$ cat config.mk
export PLATFORM = sky130hd
export DESIGN_NAME = aabb_ram
export DESIGN_NICKNAME = d
export VERILOG_FILES = /design/src/aabb_ram.sv
export SDC_FILE = /design/constraint.sdc
export NUM_CORES = 1
export LEC_CHECK = 0
export BUFFER_PORTS_ARGS = -buffer_cell sky130_fd_sc_hd__buf_4
export CAP_MARGIN = 20
export CORE_ASPECT_RATIO = 0.7
export CORE_MARGIN = 10
export CORE_UTILIZATION = 40
export DETAILED_ROUTE_END_ITERATION = 8
export GPL_ROUTABILITY_DRIVEN = 0
export MAX_ROUTING_LAYER = met4
export PLACE_DENSITY = 0.55
export SLEW_MARGIN = 10
export SYNTH_ARGS = -nofsm -noshare
export SYNTH_HDL_FRONTEND = slang
export SYNTH_SLANG_ARGS = --single-unit
$ cat constraint.sdc
create_clock -name i_clk -period 2.53 [get_ports i_clk]
set_input_delay 0.6325 -clock i_clk [delete_from_list [all_inputs] [get_ports i_clk]]
set_output_delay 0.6325 -clock i_clk [all_outputs]
set_load 0.01 [all_outputs]
$ cat src/aabb_ram.sv
`timescale 1ns / 1ps

module aabb_ram #(
    parameter int WIDTH = 8,
    parameter int DEPTH = 64
) (
    input  logic                     i_clk,
    input  logic                     i_we,
    input  logic [$clog2(DEPTH)-1:0] i_waddr,
    input  logic [WIDTH-1:0]         i_wdata,
    input  logic                     i_re,
    input  logic [$clog2(DEPTH)-1:0] i_raddr,
    output logic [WIDTH-1:0]         o_rdata
);

    logic [WIDTH-1:0] r_mem [DEPTH];
    logic [WIDTH-1:0] r_rdata;

    always_ff @(posedge i_clk) begin
        if (i_we) begin
            r_mem[i_waddr] <= i_wdata;
        end
        if (i_re) begin
            r_rdata <= r_mem[i_raddr];
        end
    end

    assign o_rdata = r_rdata;

endmodule

# Word-level counts from Yosys, hierarchy flattened
# Memories as Yosys holds them, arrays and structs flattened. A register that Yosys moved wholly into a read port is not among the register bits.
# Index checks and enable logic that the tools add are counted.
[op_classes]
muxes = 2
[op_table]
columns = ["op", "n"]
rows = [
  ["2-to-1 mux 1 bit", 2],
]
[word_totals]
regBits = 0
ramBits = 512
inputBits = 23
out_inout_bits = 8
wordCells = 3
n_memories = 1
[memory_table]
columns = ["memory", "words", "word_bits", "rd", "rd_clocked_by_memory_dff", "write_ports", "line_no", "text"]
rows = [
  ["r_mem", 64, 8, 1, 1, 1, "16", "logic [WIDTH-1:0] r_mem [DEPTH];"],
]

# Logic depth before layout (Yosys ltp)
[logic_depth]
ltp_word = 2
ltp_mapped = 9

# Worst setup path before layout
# Ideal clock, no wire load.
[synth_path]
kind = "input-to-reg"
start = "input i_raddr[1]"
end = "register r_rdata[3], in the netlist o_rdata[3] (read register of r_mem) (data pin)"
t_arrival_ps = 2172
required_ps = 2264
path_slack_ps = 91
stages = 7
n_path_buf = 3
cell_sequence = "buf_4 buf_2 buf_2 mux4_2 mux4_2 o21ai_1 o41ai_1"
[synth_lines]
columns = ["item", "line_no", "text"]
rows = [
  ["start, declared", "12", "input logic [$clog2(DEPTH)-1:0] i_raddr,"],
  ["end, declared", "17", "logic [WIDTH-1:0] r_rdata;"],
]

==> metrics <==
# placed instances 1726; Max Slew Vio Count 0; endpoints failing hold 0; Crit. End Element register; Fmax 0.423 GHz; clock sinks 520; initial antenna violation count 0; worst-margin pin slew 0.748 ns; CP arrival 2.67 ns; CTS tree built; share of cells above drive strength 1 33.0%; DPL Wire Length 30.7 mm; worst ir drop on vdd 0.000511 V; I/O pin count 31; flops & latches, synth 520; Post-Syn Area 20200 sq um; CP max stage delay 0.51 ns; RSZ-0062 raised after global routing no; Clock Tree Buf Depth 3; via/cell ratio 5.48; Ant. Diodes 0; Hold Crit Class input port to register; Reg clk slew, reported paths 0.06 ns; register area share after synthesis 77.1%; clk_skew 0.0169 ns; Die ar. 60200 sq um; P&R area growth vs syn 17.2%; fillers 4127; Mapped Avg Cell Area 21.5 sq um; average wire per cell in the routed design 26.2 um; first drt pass iteration count 5; Vias 9929; synth top area cells edfxtp_1 77%, mux4_2 14%, nor2_1 1.5%, mux2i_1 1.1%, mux2_2 0.72%; Crit path max-delay family multiplexers; area occupied by registers 15600 sq um; Synth top cells by count 520 x edfxtp_1, 126 x mux4_2, 83 x nor2_1, 23 x mux2i_1, 19 x nand2_1; WHS 0.408 ns; max-cap violation count 0; area share of the largest cell type after synthesis 77.1%; Tcrit/Tclk final 93.4%; row count 68; post-synth top area cell edfxtp_1; height of the die 208 um; status complete, no violations; vias in the first global route 9899; GRT Total Usage 16.3%; number of setup violations in the final report 0; P per Cell Area 732 nW/um^2; CP startpoint kind input port; crit path cell chain clkbuf_8 -> buf_12 -> buf_12 -> mux4_2 -> mux2i_1 -> o2111ai_1 -> nand2_1 -> o2bb2ai_1; first-pass GRT wire length 70.1 mm; leakage power 7.63 nW; drt total wl 47.5 mm; Initial Utilization 40.7%; count leader, synth edfxtp_1; die width 289 um; CTS Hold Bufs 0; # H-tree levels 2; Critical Path RT 2.84 ns; Post-Syn Nets 963; final instance area 23700 sq um; largest net degree at the start of global routing 65; multi-input logic area 4320 sq um; drt drc 0; Final Critical Period 2.36 ns; WS Path Type input port to register; most used flip-flop cell after synthesis edfxtp_1; Synth Instances 940; 1st-iter DRT viols 1091; nets 1135; sum of buffers and inverters on the critical path 3; DRT antenna net count 0; Synth Warn # 0; Max Fanout on Critical Path 19; total CTS buffers 49; Port Buffers 30; Rel. slew slack 50.1%; Crit-path slowest cell mux4_2; FFs w/ async S/R, synth 0%; Core ar. 49700 sq um; final std cells w/o fill 1812; TNS Setup 0 ns; global route total overflow 0; worst skew pair latency 0.57 ns; number of flops mapped to enable cells by yosys 520; Placed Area 22300 sq um; Root Buffer clkbuf_16; Synth cell types 39; most used cell, CP buf_12
stage by stage:
stage               power, mW  utilization (%)  setup slack (ns)
CTS                      17.6             47.7            0.0287
global placement         10.8             44.8            -0.591
global route             18.0             47.7            0.0371
floorplan                10.3                -            0.0912
detailed placement       10.8             44.8            -0.562
finish                   17.4             47.7             0.166
worst paths after layout:
path	cells after the start	to	slack, ns	from
worst max-delay path	8	o_rdata[0]$_DFFE_PP_	0.17	i_raddr[0]
worst min-delay path	1	o_rdata[6]$_DFFE_PP_	0.41	i_re
worst max register to register	5	o_rdata[1]$_DFFE_PP_	0.42	r_mem[6][1]$_DFFE_PP_
worst min register to register	4	o_rdata[1]$_DFFE_PP_	0.90	r_mem[23][1]$_DFFE_PP_
worst reg2reg max path, cell delays in order, from the launching register on:
cell,delay [ns]
edfxtp_1,0.40
mux4_2,0.46
mux4_2,0.52
nor2_1,0.25
nor3_1,0.10
o2bb2ai_1,0.13
placed cells by master (no fill, tap or decap), types with 4 or more instances in the layout:
master and count:
clkbuf_16 51, buf_12 16, clkbuf_1 10, mux2i_1 23
nor2b_1 14, a211oi_1 4, mux2_2 13, a221oi_1 6
o221ai_1 8, o22ai_1 8, buf_4 155, clkinv_1 12
mux4_2 126, nand2_1 19, nor2_1 81, edfxtp_1 520
nand3_1 13, clkinv_2 10, nand2b_1 7, nor3_1 7
report_power, final:
part           switching (mW)  leakage (nW)  internal, mW
clock network            3.02         0.721          3.76
registers              0.0299          4.69          9.55
logic                   0.574          2.23         0.421
state kept, by name, summed over array words and instances, names as in the netlist:
signal / count
r_mem: 512
o_rdata: 8
cells by family after synthesis:
kind of cell,after synthesis,share of synthesized area (%)
DFF,520,77.1
muxes,162,15.9
and+or+nand+nor,153,3.37
AOI/OAI and AO/OA,54,2.06
buffers and inverters,51,1.56
cell type report:
cell class / instances / area share [%]
Timing Repair Buffer: 172 / 6.31
Sequential cell: 520 / 65.8
Clock inverter: 25 / 0.601
Multi-Input combinational cell: 369 / 18.2
Clock buffer: 61 / 5.54
Tap cell: 665 / 3.51
what timing repair did:
item	4_1_cts	5_1_grt
resized for setup	0	2
setup buffers	0	0
setup endpoints to repair	0	2
layer usage:
layer	vias to the layer above	global-route usage [%]	part of all wire [%]
met3	60	3.61	7.8
li1	4280	-	-
met4	0	2.86	1.4
met1	5256	25.0	48
met5	-	-	0
met2	333	22.0	43
(Power assumes the default switching activity.)
