--- src/aabb_pkg.sv ---
`timescale 1ns / 1ps

package aabb_pkg;

    localparam int COORD_W       = 20;
    localparam int EXT_W         = 16;
    localparam int IDX_W         = 6;
    localparam int CFG_W         = 7;
    localparam int COUNT_W       = 7;
    localparam int COUNT_MAX     = 127;
    localparam int DIST_W        = COORD_W + 1;
    localparam int DIFF_W        = COORD_W + 2;
    localparam int DEF_MAX_BOXES = 64;

    typedef enum logic [1:0] {
        FUNC_LOAD    = 2'd0,
        FUNC_OVERLAP = 2'd1,
        FUNC_SWEEP   = 2'd2
    } t_func;

    // One stored box as it sits in the table memory.
    typedef struct packed {
        logic signed [COORD_W-1:0] cx;
        logic signed [COORD_W-1:0] cy;
        logic [EXT_W-1:0]          ex;
        logic [EXT_W-1:0]          ey;
        logic                      trig;
    } t_box;

    // Velocity-independent terms of one box against the query box.
    typedef struct packed {
        logic                      valid;
        logic [IDX_W-1:0]          idx;
        logic signed [DIST_W-1:0]  dx;
        logic signed [DIST_W-1:0]  dy;
        logic [EXT_W-1:0]          lx;
        logic [EXT_W-1:0]          ly;
        logic                      ox;
        logic                      oy;
        logic signed [COORD_W-1:0] clipx;
        logic signed [COORD_W-1:0] clipy;
        logic                      trig;
    } t_geom;

    function automatic logic [DIFF_W-1:0] f_abs(input logic signed [DIFF_W-1:0] v);
        f_abs = v[DIFF_W-1] ? DIFF_W'(-v) : DIFF_W'(v);
    endfunction

endpackage

--- src/aabb_accum.sv ---
`timescale 1ns / 1ps

module aabb_accum (
    input  logic                                i_clk,
    input  logic                                i_start,
    input  logic                                i_sweep,
    input  logic signed [aabb_pkg::COORD_W-1:0] i_vx,
    input  logic signed [aabb_pkg::COORD_W-1:0] i_vy,
    input  aabb_pkg::t_geom                     i_geom,
    output logic [aabb_pkg::COUNT_W-1:0]        o_count,
    output logic [aabb_pkg::IDX_W-1:0]          o_first,
    output logic                                o_solid,
    output logic signed [aabb_pkg::COORD_W-1:0] o_vx,
    output logic signed [aabb_pkg::COORD_W-1:0] o_vy
);

    import aabb_pkg::*;

    logic [COUNT_W-1:0]        r_count;
    logic [IDX_W-1:0]          r_first;
    logic                      r_solid;
    logic signed [COORD_W-1:0] r_vx;
    logic signed [COORD_W-1:0] r_vy;
    logic                      w_ax;
    logic                      w_ay;
    logic                      w_hit;

    // Moved-box tests against the velocity carried so far.
    assign w_ax  = f_abs(DIFF_W'(i_geom.dx) - DIFF_W'(r_vx)) < DIFF_W'(i_geom.lx);
    assign w_ay  = f_abs(DIFF_W'(i_geom.dy) - DIFF_W'(r_vy)) < DIFF_W'(i_geom.ly);
    assign w_hit = i_geom.valid && w_ax && w_ay;

    always_ff @(posedge i_clk) begin
        if (i_start) begin
            r_count <= '0;
            r_first <= '0;
            r_solid <= 1'b0;
            r_vx    <= i_vx;
            r_vy    <= i_vy;
        end else if (w_hit) begin
            if (r_count == '0) begin
                r_first <= i_geom.idx;
            end
            if (r_count != COUNT_W'(COUNT_MAX)) begin
                r_count <= r_count + COUNT_W'(1);
            end
            if (i_sweep && !i_geom.trig) begin
                r_solid <= 1'b1;
                if (i_geom.ox && w_ay) begin
                    r_vy <= i_geom.clipy;
                end else if (w_ax && i_geom.oy) begin
                    r_vx <= i_geom.clipx;
                end
            end
        end
    end

    assign o_count = r_count;
    assign o_first = r_first;
    assign o_solid = r_solid;
    assign o_vx    = r_vx;
    assign o_vy    = r_vy;

endmodule

--- config.mk ---
export PLATFORM = sky130hd
export DESIGN_NAME = aabb_accum
export DESIGN_NICKNAME = d
export VERILOG_FILES = /design/src/aabb_pkg.sv /design/src/aabb_accum.sv
export SDC_FILE = /design/constraint.sdc
export NUM_CORES = 1
export LEC_CHECK = 0
export BUFFER_PORTS_ARGS = -buffer_cell sky130_fd_sc_hd__buf_4
export CAP_MARGIN = 20
export CORE_MARGIN = 5
export CORE_UTILIZATION = 51
export DETAILED_ROUTE_END_ITERATION = 12
export GPL_ROUTABILITY_DRIVEN = 0
export GPL_TIMING_DRIVEN = 0
export PLACE_DENSITY = 0.9
export SLEW_MARGIN = 20
export SYNTH_ARGS = -nofsm -noshare
export SYNTH_HDL_FRONTEND = slang
export SYNTH_SLANG_ARGS = --single-unit
--- constraint.sdc ---
create_clock -name i_clk -period 19.7 [get_ports i_clk]
set_input_delay 4.925 -clock i_clk [delete_from_list [all_inputs] [get_ports i_clk]]
set_output_delay 4.925 -clock i_clk [all_outputs]
set_load 0.05 [all_outputs]
* Word-level counts from Yosys, hierarchy flattened *
Cells that the tools add are included.

storage, ports and cells
  bits in registers = 54
  input bits = 167
  output and inout bits = 54
  word-level logic and storage cells = 41

operators by class
  add/subtract/negate cells = 5
  $lt $le $gt $ge = 2
  equal/unequal tests = 2
  mux-type cells = 11
  reduce and logical (&&, ||, !) cells = 16

operators with widths
  cell                 count
  $mux 20              9
  $lt 22x16->1         2
  $mux 22              2
  $neg 22->22          2
  $sub 21x20->22       2
  $reduce_bool 2->1    4
  $add 7x1->7 const B  1
  $logic_not 7->1      1
  $ne 7x7->1 const B   1
  $reduce_and 2->1     3
  $logic_and 1x1->1    5
  $reduce_and 4->1     1
  $reduce_and 3->1     1
  $ne 2x2->1 const B   1
  $logic_not 1->1      1

* Depth between registers and ports, before layout *
  word-level depth = 10
  gate-level depth with buffers = 24
  depth with buffers taken out = 23

* Worst setup path before layout *
No wires, ideal clock.

  path kind = input-to-reg
  start point = input port i_geom[96] (netlist name)
  end point = register r_vy[0] (netlist: o_vy[0]), enable pin
  setup time = 0.376 ns
  data arrival time = 9.728 ns
  data required time = 19.324 ns
  path slack = 9.596 ns
  cell stages on the path = 21
  path buffers = 0
  path through = inv_1 ha_1 fa_1 nand2b_1 a211o_1 and2_1 xnor2_1 nor3_1 nand4_1 o21ai_0 xnor2_1 ha_1 nand4_1 a2111oi_0 or3_1 o221ai_1 o311ai_0 a311oi_2 nand4_4 nor4b_2 a21o_1

on the way
  word-level cells in the longest chain between the ends = 8

ends and longest elaborated chain
  item                              RTL line          source
  from (decl)                       aabb_accum.sv:9   input aabb_pkg::t_geom i_geom,
  $sub 21x20->22 *                  aabb_accum.sv:29  assign w_ax = f_abs(DIFF_W'(i_geom.dx) - DIFF_W'(r_vx)) < DIFF_W'(i_geom.lx);
  $neg 22->22                       aabb_pkg.sv:46    f_abs = v[DIFF_W-1] ? DIFF_W'(-v) : DIFF_W'(v);
  $mux 22 *                         aabb_pkg.sv:46
  $lt 22x16->1 *                    aabb_accum.sv:29
  $logic_and 1x1->1 * (2 in a row)  aabb_accum.sv:31  assign w_hit = i_geom.valid && w_ax && w_ay;
  $reduce_bool 2->1 (no line) *     -
  $reduce_and 3->1 (no line) *      -
  to (signal assigned)              aabb_accum.sv:39  r_vy <= i_vy;
  to (signal assigned)              aabb_accum.sv:50  r_vy <= i_geom.clipy;
  to (decl)                         aabb_accum.sv:23  logic signed [COORD_W-1:0] r_vy;

Every way passes the cells marked *; elsewhere a longest branch is shown, timed or not.
A chain may end at the register's enable or synchronous reset.

* Worst setup path after layout *
  start point = input port i_geom[84] (netlist name)
  end point = register r_vy[1] (netlist: o_vy[1]), enable pin

on the way
  word-level cells in the longest chain between the ends = 7
  elaborated cells between the ends (all ways) = 9
  classes of those cells = add/sub: 2; order compare: 1; mux: 1; reduce/logical: 5

ends and longest elaborated chain
  item                                         RTL line                            source
  $sub 21x20->22 *                             aabb_accum.sv:30                    assign w_ay = f_abs(DIFF_W'(i_geom.dy) - DIFF_W'(r_vy)) < DIFF_W'(i_geom.ly);
  $neg 22->22                                  aabb_pkg.sv:46
  $mux 22 *                                    aabb_pkg.sv:46
  $lt 22x16->1 *                               aabb_accum.sv:30
  $logic_and 1x1->1, on equally long branches  aabb_accum.sv:49, aabb_accum.sv:31
  $reduce_bool 2->1 (no line)                  -
  $reduce_and 3->1 (no line) *                 -

Marked as above.

==> flow_metrics.env <==
export IMPL_worst_path_dominant_cell_family="compound AO/OA/AOI/OAI gates"
export IMPL_grt_overflow=0
export IMPL_critPathMaxStageDelay_ns=0.78
export IMPL_start_util_pct=51.8
export IMPL_crit_top_cell="a21oi_1"
export IMPL_die_width_um=129
export IMPL_grt_pass1_wl_um=32000
export IMPL_antenna_found_initial=0
export IMPL_path_cells="buf_4 -> ha_1 -> clkbuf_1 -> and4_1 -> nand2_1 -> a21oi_1 -> o21ai_0 -> a21boi_1 -> clkbuf_1 -> a21oi_1 -> xnor2_1 -> ha_1 -> a21o_1 -> a21oi_1 -> o21ai_0 -> a211oi_1 -> o2bb2ai_1 -> nand2b_1 -> a31oi_1 -> mux2_2 -> o211ai_1 -> buf_2 -> nor4b_2 -> a21o_1"
export IMPL_worst_pin_slew_ns=0.915
export IMPL_avgSynthCellArea_um2=8.16
export IMPL_cap_viol_max_count=0
export IMPL_cts_resized=0
export IMPL_wl_um=20300
export IMPL_dp_cells=1277
export IMPL_numCtsBuffers=5
export IMPL_p_leak_nw=4.19
export IMPL_setup_viol=0
export IMPL_ys_ff_latch=54
export IMPL_routed_wl_met3_um=1590
export IMPL_finalPower_uw=597
export IMPL_synth_edf_count=40
export IMPL_arrival_ns=10.99
export IMPL_ys_flop_type="edfxtp_1"
export IMPL_synthCells=878
export IMPL_final_util_pct=66.5
export IMPL_drive_above_1_share_pct=27.1
export IMPL_postCtsSetupBuffers=0
export IMPL_hpwl_um=16700
export IMPL_drt_iter0_markers=608
export IMPL_met2WireLength_um=10100
export IMPL_clk_pin_slew_ns=0.08
export IMPL_grt_use_total_pct=23.1
export IMPL_met1Wirelength_um=8370
export IMPL_tns_ns=0
export IMPL_hold_path_class="reg -> reg"
export IMPL_drc=0
export IMPL_crit_path_max_fanout=20
export IMPL_core_area_um2=13800
export IMPL_skew_ns=0.0108
export IMPL_hold_violations=0
export IMPL_synth_seq_area_share_pct=20.7
export IMPL_yosysWarnings=0
export IMPL_worst_ir_drop_vdd_uv=51.6
export IMPL_syn_area_um2=7170
export IMPL_cts_tree="done"
export IMPL_yosysUniqueCellTypes=85
export IMPL_cts_max_level=2
export IMPL_async_reset_ff_share_pct=0
export IMPL_areaGrowthSynthToFinish_pct=28.2
export IMPL_clock_sinks=54
export IMPL_cp_num_buf_inv=4
export IMPL_p_per_area_nw_per_um2=65.0
export IMPL_dr_total_vias=7492
export IMPL_required_ns=19.64
export IMPL_clk_latency_ns=0.32
export IMPL_die_area_um2=16500
export IMPL_slew_headroom_pct=39.0
export IMPL_rows=43
export IMPL_max_clock_path_buffers=2
export IMPL_max_clock_freq_ghz=0.0905
export IMPL_dr_pass1_iters=7
export IMPL_grt_pass1_vias=6996
export IMPL_port_buffers=219
export IMPL_grt_max_degree=21
export IMPL_path_class="in -> reg"
export IMPL_num_antenna_cells=0
export IMPL_critPathSlowestCell="a21o_1"
export IMPL_layout_nets=1349
export IMPL_fin_crit_sh_pct=56.1
export IMPL_cts_hold_buf=0
export IMPL_fp_dieH_um=129
export IMPL_cts_root_buf="clkbuf_16"
export IMPL_synth_nets=1123
export IMPL_ant_nets=0
export IMPL_io_pins=221
export IMPL_fin_crit_ns=11.05
export IMPL_fin_cells=1285
export IMPL_slew_viol_final=0
export IMPL_run_status="finished, final reports clean"
export IMPL_topRoutingLayerUsed="met4"
export IMPL_start_kind="input port"
export IMPL_wl_per_cell_um=15.8
export IMPL_endpoint_kind="flop"
export IMPL_rsz0062_at_grt="false"
export IMPL_avgViaCountPerCell=5.83
path summary, 6_finish.rpt:
kind	from	end	slack [ns]	cells past startpoint
hold / removal	o_first[5]$_SDFFE_PP0P_	o_first[5]$_SDFFE_PP0P_	0.49	2
setup / recovery	i_geom[84]	o_vy[1]$_DFFE_PP_	8.65	24
setup reg to reg	o_vy[9]$_DFFE_PP_	o_vy[1]$_DFFE_PP_	12.97	24
hold reg to reg	o_first[5]$_SDFFE_PP0P_	o_first[5]$_SDFFE_PP0P_	0.49	2
synthesized netlist by cell type (4+ instances only):
cell       instances  share of area [%]
a2111oi_0          5               0.61
a211o_1            6               0.73
a211oi_1           7               0.73
a21o_1            13                1.4
a21oi_1           61                4.3
a31oi_1           10               0.87
and2_1            16                1.4
and3_1             9               0.79
and4_1             7               0.86
buf_2              7               0.49
clkbuf_1          24                1.3
dfxtp_1           14                3.9
edfxtp_1          40                 17
ha_1              76                 13
inv_1             84                4.4
mux2_2            43                6.8
mux2i_1            9                1.3
nand2_1           59                3.1
nand2b_1          20                1.7
nand3_1           26                1.8
nand3b_1           6               0.63
nand4_1           22                1.9
nor2_1            45                2.4
nor2b_1           14                1.2
nor3_1            16                1.1
nor3b_1            6               0.63
nor4_1             5               0.44
o211a_1            6               0.84
o211ai_1          10                1.0
o21a_1             9               0.94
o21ai_0           46                3.2
o21ai_1            7               0.49
o22ai_1            5               0.44
o31a_1             4               0.49
o31ai_1            9               0.94
or3_1             12                1.0
or4_1              5               0.52
xnor2_1           30                3.7
xor2_1            17                2.1
through the flow:
| step | worst slack, ns | hold WS, ns | instance area [µm²] |
|---|---|---|---|
| detailed placement | 8.38 | 0.474 | 9040 |
| finish | 8.65 | 0.487 | 9190 |
| floorplan | 9.60 | 0.693 | 7170 |
| global placement | 8.46 | 0.460 | 9040 |
| CTS | 8.65 | 0.487 | 9190 |
| global route | 8.12 | 0.507 | 9190 |
per-layer routing:
| layer | track usage (%) | vias to the layer above |
|---|---|---|
| met4 | 5.13 | 0 |
| met3 | 4.44 | 23 |
| met1 | 28.8 | 3458 |
| met2 | 41.2 | 302 |
| li1 | - | 3709 |
| met5 | 0 | - |
state kept, by name, indices dropped and copies added, names as in the netlist:
register  flops
o_vx         20
o_count       7
o_solid       1
o_first       6
o_vy         20
placed cells by master, fill, tap and decap left out, types with 6 or more instances in the layout:
cell | synthesis | layout
o21ai_1 | 7 | 7
inv_1 | 84 | 84
o21ai_0 | 46 | 46
and2_1 | 16 | 16
and3_1 | 9 | 9
o21a_1 | 9 | 9
nor2b_1 | 14 | 14
nor3b_1 | 6 | 6
a211oi_1 | 7 | 7
clkbuf_1 | 24 | 24
a211o_1 | 6 | 6
o31ai_1 | 9 | 9
o211ai_1 | 10 | 10
nand3_1 | 26 | 26
edfxtp_1 | 40 | 40
xor2_1 | 17 | 17
mux2i_1 | 9 | 9
a21o_1 | 13 | 13
and4_1 | 7 | 7
o211a_1 | 6 | 6
buf_2 | 7 | 7
mux2_2 | 43 | 43
nand2b_1 | 20 | 20
nand3b_1 | 6 | 6
a21oi_1 | 61 | 61
xnor2_1 | 30 | 30
ha_1 | 76 | 76
nand4_1 | 22 | 22
a31oi_1 | 10 | 10
or3_1 | 12 | 12
nand2_1 | 59 | 59
nor3_1 | 16 | 16
nor2_1 | 45 | 45
dfxtp_1 | 14 | 14
buf_4 | 0 | 219
layout make-up:
type / count / area, µm²
inverter: 84 / 315
buffer: 32 / 136
tap: 180 / 225
multi-input combinational: 708 / 5240
clock buffer: 5 / 125
clock inverter: 3 / 28.8
fill: 1141 / 4640
sequential: 54 / 1480
timing repair buffer: 219 / 1640
cells by family (layout without fill, tap and decap cells):
group,count (synthesis),in the layout,share of synthesized area (%)
and+or+nand+nor,286,286,22.2
buffers and inverters,116,343,6.30
DFF,54,54,20.7
xor gates and xnor gates,47,47,5.74
adders and majority gates,78,78,13.8
muxes,55,55,8.48
AOI/OAI and AO/OA,242,242,22.8
worst min-delay path, cell delays in order (launching register included):
cell      delay [ns]
dfxtp_1         0.32
nand2b_1        0.07
mux2i_1         0.06
power breakdown:
| part | internal, mW | switching [mW] | total [mW] |
|---|---|---|---|
| Clock | 0.0488 | 0.0504 | 0.0992 |
| Sequential | 0.131 | 0.00419 | 0.136 |
| Combinational | 0.153 | 0.210 | 0.363 |
| Total | 0.333 | 0.265 | 0.597 |
Power figures use the tool's default switching activity.
