$ cat src/aabb_pkg.sv
`timescale 1ns / 1ps

package aabb_pkg;

    localparam int COORD_W       = 20;
    localparam int EXT_W         = 16;
    localparam int IDX_W         = 6;
    localparam int CFG_W         = 7;
    localparam int COUNT_W       = 7;
    localparam int COUNT_MAX     = 127;
    localparam int DIST_W        = COORD_W + 1;
    localparam int DIFF_W        = COORD_W + 2;
    localparam int DEF_MAX_BOXES = 64;

    typedef enum logic [1:0] {
        FUNC_LOAD    = 2'd0,
        FUNC_OVERLAP = 2'd1,
        FUNC_SWEEP   = 2'd2
    } t_func;

    // One stored box as it sits in the table memory.
    typedef struct packed {
        logic signed [COORD_W-1:0] cx;
        logic signed [COORD_W-1:0] cy;
        logic [EXT_W-1:0]          ex;
        logic [EXT_W-1:0]          ey;
        logic                      trig;
    } t_box;

    // Velocity-independent terms of one box against the query box.
    typedef struct packed {
        logic                      valid;
        logic [IDX_W-1:0]          idx;
        logic signed [DIST_W-1:0]  dx;
        logic signed [DIST_W-1:0]  dy;
        logic [EXT_W-1:0]          lx;
        logic [EXT_W-1:0]          ly;
        logic                      ox;
        logic                      oy;
        logic signed [COORD_W-1:0] clipx;
        logic signed [COORD_W-1:0] clipy;
        logic                      trig;
    } t_geom;

    function automatic logic [DIFF_W-1:0] f_abs(input logic signed [DIFF_W-1:0] v);
        f_abs = v[DIFF_W-1] ? DIFF_W'(-v) : DIFF_W'(v);
    endfunction

endpackage

$ cat src/aabb_geom.sv
`timescale 1ns / 1ps

module aabb_geom (
    input  logic                               i_clk,
    input  logic                               i_rst_n,
    input  logic                               i_valid,
    input  logic [aabb_pkg::IDX_W-1:0]         i_idx,
    input  aabb_pkg::t_box                     i_box,
    input  logic signed [aabb_pkg::COORD_W-1:0] i_qx,
    input  logic signed [aabb_pkg::COORD_W-1:0] i_qy,
    input  logic [aabb_pkg::EXT_W-1:0]         i_ex,
    input  logic [aabb_pkg::EXT_W-1:0]         i_ey,
    output aabb_pkg::t_geom                    o_geom
);

    import aabb_pkg::*;

    logic signed [DIST_W-1:0]  w_dx;
    logic signed [DIST_W-1:0]  w_dy;
    logic [EXT_W:0]            w_sx;
    logic [EXT_W:0]            w_sy;
    logic [EXT_W-1:0]          w_lx;
    logic [EXT_W-1:0]          w_ly;
    logic signed [COORD_W-1:0] w_clipx;
    logic signed [COORD_W-1:0] w_clipy;
    t_geom                     r_geom;

    // Stop at contact: pull the distance in by the limit, toward zero side.
    function automatic logic signed [COORD_W-1:0] f_clip(
        input logic signed [DIST_W-1:0] d,
        input logic [EXT_W-1:0]         lim
    );
        logic signed [DIFF_W-1:0] v;
        logic                     pos;
        pos = !d[DIST_W-1] && (d != '0);
        v = pos ? DIFF_W'(d) - DIFF_W'(lim) : DIFF_W'(d) + DIFF_W'(lim);
        if (v[DIFF_W-1:COORD_W-1] == '0 || v[DIFF_W-1:COORD_W-1] == '1) begin
            f_clip = v[COORD_W-1:0];
        end else if (v[DIFF_W-1]) begin
            f_clip = {1'b1, {(COORD_W-1){1'b0}}};
        end else begin
            f_clip = {1'b0, {(COORD_W-1){1'b1}}};
        end
    endfunction

    assign w_dx    = DIST_W'(i_box.cx) - DIST_W'(i_qx);
    assign w_dy    = DIST_W'(i_box.cy) - DIST_W'(i_qy);
    assign w_sx    = (EXT_W+1)'(i_ex) + (EXT_W+1)'(i_box.ex);
    assign w_sy    = (EXT_W+1)'(i_ey) + (EXT_W+1)'(i_box.ey);
    assign w_lx    = w_sx[EXT_W:1];
    assign w_ly    = w_sy[EXT_W:1];
    assign w_clipx = f_clip(w_dx, w_lx);
    assign w_clipy = f_clip(w_dy, w_ly);

    always_ff @(posedge i_clk) begin
        if (!i_rst_n) begin
            r_geom.valid <= 1'b0;
        end else begin
            r_geom.valid <= i_valid;
        end
        r_geom.idx   <= i_idx;
        r_geom.dx    <= w_dx;
        r_geom.dy    <= w_dy;
        r_geom.lx    <= w_lx;
        r_geom.ly    <= w_ly;
        r_geom.ox    <= f_abs(DIFF_W'(w_dx)) < DIFF_W'(w_lx);
        r_geom.oy    <= f_abs(DIFF_W'(w_dy)) < DIFF_W'(w_ly);
        r_geom.clipx <= w_clipx;
        r_geom.clipy <= w_clipy;
        r_geom.trig  <= i_box.trig;
    end

    assign o_geom = r_geom;

endmodule

$ cat config.mk
export PLATFORM = sky130hd
export DESIGN_NAME = aabb_geom
export DESIGN_NICKNAME = d
export VERILOG_FILES = /design/src/aabb_pkg.sv /design/src/aabb_geom.sv
export SDC_FILE = /design/constraint.sdc
export NUM_CORES = 1
export LEC_CHECK = 0
export BUFFER_PORTS_ARGS = -buffer_cell sky130_fd_sc_hd__buf_2
export CAP_MARGIN = 10
export CORE_MARGIN = 2
export CORE_UTILIZATION = 25
export CTS_CLUSTER_SIZE = 8
export DETAILED_ROUTE_END_ITERATION = 10
export PLACE_DENSITY = 0.43
export SETUP_SLACK_MARGIN = 0.2
export SYNTH_ARGS = -nofsm -noshare
export SYNTH_HDL_FRONTEND = slang
export SYNTH_SLANG_ARGS = --single-unit
$ cat constraint.sdc
create_clock -name i_clk -period 9.5 [get_ports i_clk]
set_input_delay 0.475 -clock i_clk [delete_from_list [all_inputs] [get_ports i_clk]]
set_output_delay 0.475 -clock i_clk [all_outputs]
set_load 0.03 [all_outputs]
* Word-level counts from Yosys, hierarchy flattened
Cells that the tools add are included.
** Storage, ports and cells
- Bits in registers :: 124
- Input bits :: 154
- Output and inout port bits :: 124
** Cells by class
- $add $sub $neg :: 10
- $lt $le $gt $ge :: 2
- Equality and inequality tests :: 2
- Multiplexer cells :: 8
- Reductions and logical operators :: 10
** Operator list (number)
- 2-to-1 mux 22 bit :: 4
- 2-to-1 mux 20 bit :: 4
- adder 21 x 17 -> 22 bit :: 2
- < comparator 22 x 16 -> 1 bit :: 2
- negator 21 -> 22 bit :: 2
- subtractor 21 x 17 -> 22 bit :: 2
- nonzero test 21 bit :: 2
- subtractor 20 x 20 -> 21 bit :: 2
- adder 16 x 16 -> 17 bit :: 2
- == test 3 bit, second input constant :: 2
- zero test 3 bit :: 2
- logical AND 1 bit :: 2
- zero test 1 bit :: 2
- logical OR 1 bit :: 2

* Longest topological paths before layout
- Depth after elaboration :: 7
- Mapped depth :: 28
- Depth with buffers taken out :: 25

* Worst setup path before layout
No wires, ideal clock.
- Path type :: input to register
- From :: in i_box[53] (netlist name)
- To :: reg r_geom, in the netlist o_geom[29]
- Setup time :: 0.138 ns
- Arrival :: 6.038 ns
- Required time :: 9.362 ns
- Path slack :: 3.324 ns
- Stages on the path :: 25
- Buffers on the path :: 2
- Path through :: inv_1 -> ha_1 -> inv_1 -> fa_1 -> a21o_1 -> a221oi_2 -> nor2_1 -> xor2_1 -> nor4_4 -> and4bb_1 -> nand4b_2 -> and2_1 -> buf_2 -> a21o_1 -> xnor2_1 -> ha_1 -> a21o_1 -> o32ai_1 -> a31oi_1 -> a41o_1 -> a2111oi_2 -> a41oi_1 -> o21ai_1 -> clkbuf_1 -> o22ai_1
** Between the ends
- Cells in the longest elaborated chain, start to end :: 7
- Elaborated cells on any way between the ends :: 12
- Those cells by class :: 3 x add/sub; 1 x eq/ne; 3 x mux; 5 x reduce/logical
** RTL lines
- start, declared :: RTL line aabb_geom.sv:8 : input aabb_pkg::t_box i_box,
- subtractor 20 x 20 -> 21 bit (*) :: RTL line aabb_geom.sv:46 : assign w_dx = DIST_W'(i_box.cx) - DIST_W'(i_qx);
- net w_dx[8] :: RTL line aabb_geom.sv:18 : logic signed [DIST_W-1:0] w_dx;
- parallel branches: the longest is 2 deep, another holds adder 21 x 17 -> 22 bit
- 2-to-1 mux 22 bit (*) :: RTL line aabb_geom.sv:36 : v = pos ? DIFF_W'(d) - DIFF_W'(lim) : DIFF_W'(d) + DIFF_W'(lim);
- == test 3 bit or zero test 3 bit (tied branches) :: RTL line aabb_geom.sv:37 : if (v[DIFF_W-1:COORD_W-1] == '0 || v[DIFF_W-1:COORD_W-1] == '1) begin
- logical OR 1 bit :: RTL line aabb_geom.sv:37
- 2-to-1 mux 20 bit (*) :: RTL line aabb_geom.sv:37
- net w_clipx[8] :: RTL line aabb_geom.sv:24 : logic signed [COORD_W-1:0] w_clipx;
- end, declared :: RTL line aabb_geom.sv:26 : t_geom r_geom;
Mark *: on every way through the listed nets, which the timed path passes.
A chain may end at the register's enable or synchronous reset.

* Final worst setup path
- From :: in i_box[33] (netlist name)
- To :: reg r_geom, in the netlist o_geom[1]
** Between the ends
- Cells in the longest elaborated chain, start to end :: 7
- Elaborated cells on any way between the ends :: 12
- Those cells by class :: 3 x add/sub; 1 x eq/ne; 3 x mux; 5 x reduce/logical
** RTL lines
- subtractor 20 x 20 -> 21 bit (*) :: RTL line aabb_geom.sv:47 : assign w_dy = DIST_W'(i_box.cy) - DIST_W'(i_qy);
- net w_dy[6] :: RTL line aabb_geom.sv:19 : logic signed [DIST_W-1:0] w_dy;
- parallel branches: the longest is 2 deep, another holds adder 21 x 17 -> 22 bit
- 2-to-1 mux 22 bit (*) :: RTL line aabb_geom.sv:36
- == test 3 bit or zero test 3 bit (tied branches) :: RTL line aabb_geom.sv:37
- logical OR 1 bit :: RTL line aabb_geom.sv:37
- 2-to-1 mux 20 bit (*) :: RTL line aabb_geom.sv:37
- net w_clipy[0] :: RTL line aabb_geom.sv:25 : logic signed [COORD_W-1:0] w_clipy;
Marks and branches as above.

==> out/qor_table.md <==
| Stage | Item | Value |
|:---|:---|:---|
| floorplanning | Die ar. | 49,030 um^2 |
| clock network | Count of clock tree sinks | 124 |
| pwr | IR Drop Worst-Case VDD | 141.1 uV |
| run status | Result of the run | complete, but fails checks |
| setup path | Cell with the largest stage delay on the worst path | sky130_fd_sc_hd__a311oi_2 |
| clock network | Number of buffers added to fix hold violations after cts | 0 |
| timing | Number of hold violations in the final report | 0 |
| global route | Number of global-route vias before repair | 11.66k |
| placement | Placed Cells incl. Taps | 2,329 |
| floorplanning | Core ar. | 46,650 um^2 |
| pwr | Pwr dens | 266.8 nW/um^2 |
| global route | Initial antenna violation count | 0 |
| timing | Highest achievable clock rate | 0.1352 GHz |
| clock network | Root Driver | sky130_fd_sc_hd__clkbuf_16 |
| timing | Worst slew margin relative to its limit | 0.3126 |
| clock network | Clock transition at the registers of the reported paths | 0.06 ns |
| placement | Count of buffers inserted at the top-level ports | 277 |
| routing | Total routed wirelength | 40,180 um |
| finish | Flip-flop count of the largest register after layout | 124 |
| placement | Detailed placement HPWL | 33,860 um |
| routing | DRC | 15 |
| timing | Clock period minus worst slack | 7.395 ns |
| placement | Worst slack at placement | 1.636 ns |
| routing | Number of vias in the routed layout | 11.67k |
| worst hold path | Hold WC Path Type | primary input to flip-flop |
| setup path | Worst Path Max Fanout | 16 |
| pwr | Leak Pwr | 6.721 nW |
| timing | Setup ws final | 2.105 ns |
| setup path | Endpoint arrival time on the critical path | 7.79 ns |
| setup path | Worst EP required | 9.90 ns |
| logic synthesis | Unique masters post-synth | 98 |
| routing | Initial detailed-routing violation count | 613 |
| logic synthesis | Sequential cell area fraction in the yosys report | 0.2100 |
| clock network | Total of cells resized after clock tree synthesis | 0 |
| clock network | Number of buffers created by CTS | 17 |
| timing | Part of the cycle the worst path needs | 0.7784 |
| timing | Actual slew at the worst max-slew pin | 1.031 ns |
| clock network | CTS tree | built |
| timing | Final TNS setup | 0 ns |
| finish | Number of nets at the end of the flow | 2,047 |
| floorplanning | DIE HEIGHT | 221.4 um |
| clock network | # Post-CTS Setup Buffers | 0 |
| global route | First-pass GRT wire length | 63,420 um |
| setup path | CP Capture Type | flip-flop |
| finish | Antenna fix cells | 0 |
| finish | Non-filler cells in the finished layout | 2,361 |
| global route | Global Route Usage Sum | 0.1637 |
| setup path | Crit path largest cell delay | 0.87 ns |
| finish | Final-layout fill cell count | 5,109 |
| floorplanning | Starting Density | 0.2533 |
| logic synthesis | Net count after synthesis | 1,779 |
| pwr | Overall power of the completed layout | 3.846 mW |
| run status | Violated checks | design-rule violations |
| routing | Drt wl/cell | 17.02 um |
| timing | Number of setup violations in the final report | 0 |
| routing | Antenna violation net count after detailed routing | 0 |
| clock network | Clock Tree Buf Depth | 2 |
| logic synthesis | Post-synth EDFFs | 0 |
| setup path | Sort of element at the start of the critical path | primary input |
| placement | DP Area | 13,820 um^2 |
| finish | Non-Filler Cell Area, Final | 14,420 um^2 |
| setup path | Crit path launch | i_box[33] |
| logic synthesis | Number of register bits inferred by synthesis | 124 |
| timing | Unrepaired setup endpoints after global routing | false |
| logic synthesis | Syn Inst Count | 1,473 |
| logic synthesis | Area of the mapped netlist | 11,820 um^2 |
| finish | Share of post-route cells with drive strength above 1 | 0.2138 |
| routing | Average via count per standard cell | 4.941 |
| logic synthesis | Number of warning messages in the yosys log | 0 |
| finish | Synthesis-to-layout area growth | 21.97% |
| logic synthesis | Async SR Flop Fraction | 0 |
| global route | Gr ovfl total | 0 |
| run | Count of max-cap constraint violations | 0 |
| clock network | Level count of the clock H-tree | 4 |
| placement | Global placer's final weighted congestion | 0.8568 |
| floorplanning | I/O pins | 278 |
| setup path | Critical path type | primary input to flip-flop |
| timing | Max-slew violation count | 0 |
| global route | Largest net degree at the start of global routing | 21 |
| routing | First-pass detailed-route iteration total | 8 |
| logic synthesis | Syn_area_per_cell | 8.024 um^2 |
| setup path | Crit path capture | o_geom[1] |
| logic synthesis | Most used DFF post-synth | sky130_fd_sc_hd__dfxtp_1 |
| floorplanning | FP Rows | 79 |
| floorplanning | Die width | 221.4 um |
worst min-delay path by stage:
| stage | startpoint | to | depth (start not counted) |
|---|---|---|---|
| after floorplan | i_box[0] | o_geom[0] | 0 |
| after global placement | i_idx[5] | o_geom[122] | 1 |
| after detailed placement | i_idx[3] | o_geom[120] | 1 |
| after CTS | i_idx[5] | o_geom[122] | 1 |
| after global routing | i_idx[0] | o_geom[117] | 1 |
| final | i_idx[2] | o_geom[119] | 1 |
through the flow:
step / util / hold slack (ns)
3_3_place_gp: 0.2963 / 0.5776
3_5_place_dp: 0.2963 / 0.5786
6_report: 0.3090 / 0.1086
4_1_cts: 0.3090 / 0.06148
5_1_grt: 0.3090 / 0.07360
2_1_floorplan: - / 0.5027
cell type report:
class / count / area [um^2] / area share
clock inverter: 14 / 161.4 / 0.01120
sequential: 124 / 2482 / 0.1722
inverter: 125 / 469.2 / 0.03255
clock buffer: 18 / 429.2 / 0.02977
timing repair buffer: 288 / 1469 / 0.1019
multi-input combinational: 1185 / 8645 / 0.5997
tap: 607 / 759.5 / 0.05269
report_power, final:
part | internal, mW | switching [mW]
Sequential | 0.693 | 0.0661
Combinational | 0.898 | 1.51
Clock | 0.391 | 0.286
Total | 1.98 | 1.86
metal layers:
layer	vias to the layer above	track usage	routed length [um]
met4	0	0.03836	453
met2	239	0.3084	21230
met3	23	0.03705	1861
li1	5899	-	-
met5	-	0	0
met1	5504	0.1859	16640
Yosys cell counts, types with 23 or more instances:
cell type | count | area, um^2
sky130_fd_sc_hd__nor3_1 | 25 | 125.1
sky130_fd_sc_hd__inv_1 | 123 | 461.7
sky130_fd_sc_hd__a21o_1 | 44 | 330.3
sky130_fd_sc_hd__nor2_1 | 104 | 390.4
sky130_fd_sc_hd__nand3_1 | 55 | 275.3
sky130_fd_sc_hd__ha_1 | 146 | 1827
sky130_fd_sc_hd__nand2b_1 | 23 | 143.9
sky130_fd_sc_hd__nand2_1 | 83 | 311.6
sky130_fd_sc_hd__xnor2_1 | 96 | 840.8
sky130_fd_sc_hd__a21oi_1 | 110 | 550.5
sky130_fd_sc_hd__dfxtp_1 | 124 | 2482
sky130_fd_sc_hd__xor2_1 | 38 | 332.8
sky130_fd_sc_hd__o21ai_0 | 81 | 405.4
cell families after synthesis:
family | synth area share
AO/OA/AOI/OAI | 0.2673
XOR/XNOR | 0.09930
adder cells (fa/ha/maj) | 0.1647
buffers and inverters | 0.05854
flip-flops | 0.2100
multiplexers | 0.003917
AND/OR/NAND/NOR | 0.1962
critical path: cells and delay by family:
kind	cells	cell delay, ns
XOR/XNOR	1	0.23
buffers and inverters	4	0.43
AO/OA/AOI/OAI	11	3.72
multiplexers	1	0.32
AND/OR/NAND/NOR	6	1.65
adder cells (fa/ha/maj)	3	0.96
layout by cell type (no fill, tap or decap), types with 55 or more instances in the layout:
cell type	count
sky130_fd_sc_hd__a21oi_1	110
sky130_fd_sc_hd__nor2_1	104
sky130_fd_sc_hd__dfxtp_1	124
sky130_fd_sc_hd__nand3_1	55
sky130_fd_sc_hd__o21ai_0	81
sky130_fd_sc_hd__xnor2_1	96
sky130_fd_sc_hd__inv_1	123
sky130_fd_sc_hd__ha_1	146
sky130_fd_sc_hd__nand2_1	83
sky130_fd_sc_hd__buf_2	277
No activity file was read; power rests on OpenSTA's default activity.
